--- config.mk ---
export PLATFORM = sky130hd
export DESIGN_NAME = dfdl_ctrl
export DESIGN_NICKNAME = d
export VERILOG_FILES = /design/src/design/dfdl_pkg.sv /design/src/design/dfdl_ctrl.sv
export SDC_FILE = /design/constraint.sdc
export NUM_CORES = 1
export LEC_CHECK = 0
export ABC_AREA = 1
export BUFFER_PORTS_ARGS = -buffer_cell sky130_fd_sc_hd__buf_4
export CORE_AREA = 2 2 39 41
export DETAILED_ROUTE_END_ITERATION = 7
export DIE_AREA = 0 0 41 43
export HOLD_SLACK_MARGIN = 0.12
export SETUP_SLACK_MARGIN = 0.2
export SKIP_CTS_REPAIR_TIMING = 1
export SYNTH_ARGS = -nofsm -noshare
export SYNTH_HDL_FRONTEND = slang
export SYNTH_SLANG_ARGS = --single-unit
--- constraint.sdc ---
create_clock -name clk_i -period 2.3 [get_ports clk_i]
set_input_delay 0.23 -clock clk_i [delete_from_list [all_inputs] [get_ports clk_i]]
set_output_delay 0.23 -clock clk_i [all_outputs]
set_load 0.02 [all_outputs]
--- src/design/dfdl_pkg.sv ---
package dfdl_pkg;

  // Line geometry
  localparam int LINE_DEPTH  = 262144;
  localparam int PTR_W       = $clog2(LINE_DEPTH);
  localparam int CNT_W       = $clog2(LINE_DEPTH + 1);

  // Field widths
  localparam int SAMPLE_BITS = 24;
  localparam int DT_W        = 22;
  localparam int GAIN_W      = 16;
  localparam int SR_W        = 18;
  localparam int LL_W        = 19;
  localparam int CFG_W       = (SR_W > LL_W) ? SR_W : LL_W;
  localparam int CAPX_W      = (LL_W > CNT_W) ? LL_W : CNT_W;

  // Stream word widths, padded to whole bytes
  localparam int IN_BITS     = SAMPLE_BITS + DT_W + GAIN_W;
  localparam int IN_TDATA_W  = ((IN_BITS + 7) / 8) * 8;
  localparam int OUT_BITS    = SAMPLE_BITS + 1;
  localparam int OUT_TDATA_W = ((OUT_BITS + 7) / 8) * 8;

  // Register indexes
  localparam logic REG_SAMPLE_RATE = 1'b0;
  localparam logic REG_LINE_LENGTH = 1'b1;

  typedef enum logic [2:0] {
    ST_IDLE,
    ST_MUL,
    ST_WRITE,
    ST_READ,
    ST_PROD,
    ST_DONE
  } state_e;

  // One strobe per datapath step
  typedef struct packed {
    logic load;
    logic mul;
    logic wr;
    logic rd;
    logic prod;
    logic emit;
  } cmd_t;

endpackage

--- src/design/dfdl_ctrl.sv ---
module dfdl_ctrl (
  input  logic          clk_i,
  input  logic          rst_ni,
  input  logic          in_valid_i,
  output logic          in_ready_o,
  output logic          out_valid_o,
  input  logic          out_ready_i,
  output dfdl_pkg::cmd_t cmd_o
);
  import dfdl_pkg::*;

  state_e state_q, state_d;
  logic   out_valid_q, out_valid_d;
  logic   out_free;

  assign out_free = !out_valid_q || out_ready_i;

  always_comb begin
    state_d = state_q;
    case (state_q)
      ST_IDLE:  if (in_valid_i) state_d = ST_MUL;
      ST_MUL:   state_d = ST_WRITE;
      ST_WRITE: state_d = ST_READ;
      ST_READ:  state_d = ST_PROD;
      ST_PROD:  state_d = ST_DONE;
      ST_DONE:  if (out_free) state_d = ST_IDLE;
      default:  state_d = ST_IDLE;
    endcase
  end

  always_comb begin
    cmd_o      = '0;
    in_ready_o = 1'b0;
    case (state_q)
      ST_IDLE: begin
        in_ready_o = 1'b1;
        cmd_o.load = in_valid_i;
      end
      ST_MUL:   cmd_o.mul  = 1'b1;
      ST_WRITE: cmd_o.wr   = 1'b1;
      ST_READ:  cmd_o.rd   = 1'b1;
      ST_PROD:  cmd_o.prod = 1'b1;
      ST_DONE:  cmd_o.emit = out_free;
      default: begin
        cmd_o      = '0;
        in_ready_o = 1'b0;
      end
    endcase
  end

  always_comb begin
    out_valid_d = out_valid_q;
    if (cmd_o.emit) begin
      out_valid_d = 1'b1;
    end else if (out_ready_i) begin
      out_valid_d = 1'b0;
    end
  end

  always_ff @(posedge clk_i or negedge rst_ni) begin
    if (!rst_ni) begin
      state_q     <= ST_IDLE;
      out_valid_q <= 1'b0;
    end else begin
      state_q     <= state_d;
      out_valid_q <= out_valid_d;
    end
  end

  assign out_valid_o = out_valid_q;

endmodule

==> impl_metrics.py <==
metrics = {
    "layout": {
        "area_growth_pct": 53.4,
        "layout_common_cells": "11 x buf_4, 7 x nor2_1, 4 x inv_1, 4 x nand2_1, 4 x dfrtp_1",
        "num-fill-cells": 156,
        "antenna_cells": 0,
        "fin_area_um2": 367,
        "final_common_cell": "buf_4",
        "utilization": 0.265,
        "drive_gt1_frac": 0.467,
        "instances_no_fill": 61,
        "finalNetCount": 51,
    },
    "pwr": {
        "pwr-share-clk": 0.161,
        "p_leak_uw": 0.000196,
        "p_sw_frac": 0.460,
        "switching_power_uw": 236,
        "power_density_mw_per_mm2": 1400,
        "p_seq_frac": 0.289,
        "intPower_uw": 276,
        "ir_drop_mv": 0.441,
        "power_frac_comb": 0.549,
    },
    "routing": {
        "vias": 227,
        "wl_um": 483,
        "ant_nets": 0,
        "drt-initial-drc-count": 4,
        "via_per_inst": 3.72,
        "post-route-drc-count": 0,
        "detail_route.first_pass.iterations": 4,
        "wl_per_cell_um": 7.92,
    },
    "yosys": {
        "synthCells": 31,
        "synth_nets": 35,
        "ys_warn_count": 0,
        "ys_seq_area_frac": 0.419,
        "synthesis.area_um2": 239,
        "ys_seq_elements": 4,
        "yosys.cell_types.count": 12,
        "avgSynthCellArea_um2": 7.71,
    },
    "floorplan": {
        "chipHeight_um": 43,
        "start_util": 0.173,
        "core_area_mm2": 0.00138,
        "die_area_mm2": 0.00176,
        "die_width_um": 41,
        "num_rows": 14,
        "ioPinCount": 12,
    },
    "hold_path": {
        "min_path_type": "primary input to register",
        "worstHoldPathCells": 2,
    },
    "clock_tree": {
        "cts_sinks": 4,
        "cts-buffers-inserted": 3,
        "cts_tree": "built",
        "clkTransAtPathRegs_ns": 0.03,
        "cts-root-buf": "clkbuf_4",
        "cts_max_level": 1,
        "clk_latency_ns": 0.23,
        "clockBufferDepth": 2,
    },
    "outcome": {
        "outcome": "complete, no violations",
    },
    "setup_path": {
        "path_max_fanout": 5,
        "path_class": "register to output port",
        "arrival_ns": 1.16,
        "worstRegToRegCells": 3,
        "worstPathRequired_ns": 2.07,
        "end_kind": "output port",
        "start_kind": "register",
    },
    "timing": {
        "finalSetupViolCount": 0,
        "slew_violations": 0,
        "max_slew_margin": 0.830,
        "rsz0062_at_grt": "no",
        "fin_crit_sh": 0.605,
        "worst_slew_pin_slew_ns": 0.255,
        "skew_ns": 0.000884,
        "holdWs_ns": 0.211,
        "period_needed_ns": 1.39,
        "setup_tns_ns": 0,
        "hold_viol": 0,
        "fmax_mhz": 719,
    },
    "global_routing": {
        "antenna_found_initial": 0,
        "grt_pass1_vias": 223,
        "grt_overflow": 0,
        "grt_usage": 0.0695,
        "grt_max_degree": 7,
        "grt_first_pass_wirelength_um": 807,
    },
    "placed_design": {
        "placed_area_um2": 334,
        "portBuffers": 11,
        "dp.cells": 57,
        "place_congestion": 0.789,
        "dpl.hpwl_um": 415,
    },
    "flow_run": {
        "cap_violations": 0,
    },
}
## worst max-delay path, stage by stage (launching register included)
cell,delay (ns)
dfrtp_1,0.43
inv_2,0.08
nor2_2,0.11
nand2_1,0.07
nor2_1,0.09
buf_4,0.15
## flip-flops by register name, indices dropped and copies added, names as in the netlist
| register | count |
|---|---|
| state_q | 3 |
| out_valid_o | 1 |
## path summary, 6_finish.rpt
check	from	end	slack, ns
setup / recovery	state_q[0]$_DFFE_PN0P_	cmd_o[0]	0.91
hold reg to reg	out_valid_o$_DFFE_PN0P_	out_valid_o$_DFFE_PN0P_	0.55
max in group asynchronous	rst_ni	state_q[1]$_DFFE_PN0P_	1.87
setup reg to reg	state_q[1]$_DFFE_PN0P_	state_q[1]$_DFFE_PN0P_	1.34
min in group asynchronous	rst_ni	state_q[2]$_DFFE_PN0P_	0.33
hold / removal	out_ready_i	out_valid_o$_DFFE_PN0P_	0.21
## per-stage QoR
stage	total power (uW)	setup slack (ns)
finish	512	0.909
global route	555	0.802
CTS	522	0.892
detailed placement	433	1.14
global placement	429	1.15
floorplan	327	1.18
## power by group through the flow
stage | clock network, uW | logic [uW] | registers (uW)
3_3_place_gp | 0 | 283 | 146
2_1_floorplan | 0 | 177 | 150
3_5_place_dp | 0 | 285 | 148
6_report | 82.6 | 281 | 148
4_1_cts | 89.1 | 286 | 147
5_1_grt | 88.8 | 313 | 154
## cell usage after synthesis, drive strengths merged
master,count,area share
a21oi,1,0.021
buf,1,0.031
dfrtp,4,0.42
inv,6,0.094
nand2,4,0.063
nand3,1,0.042
nor2,8,0.14
nor3,3,0.13
o21ai,2,0.042
or2,1,0.026
## cell families after synthesis
group | Yosys count | synth area share
buffers and inverters | 7 | 0.126
AO/OA/AOI/OAI | 3 | 0.0628
flip-flops | 4 | 0.419
AND/OR/NAND/NOR | 17 | 0.393
## per-layer routing
| metal | wire, um | vias up | part of all wire | GRT usage |
|---|---|---|---|---|
| li1 | - | 121 | - | - |
| met1 | 208 | 99 | 0.43 | 0.0779 |
| met2 | 230 | 7 | 0.48 | 0.0969 |
| met3 | 43 | 0 | 0.089 | 0.0262 |
| met4 | 0 | 0 | 0 | 0.0600 |
| met5 | 0 | - | 0 | 0 |
## layout make-up
cell class                      instances  area [um^2]  area share
Multi-Input combinational cell         20          109       0.297
Tap cell                               16         20.0      0.0546
Inverter                                6         22.5      0.0614
Clock buffer                            3         22.5      0.0614
Timing Repair Buffer                   12         92.6       0.253
Sequential cell                         4          100       0.273
Note: power is estimated with default switching activity, not from simulation.
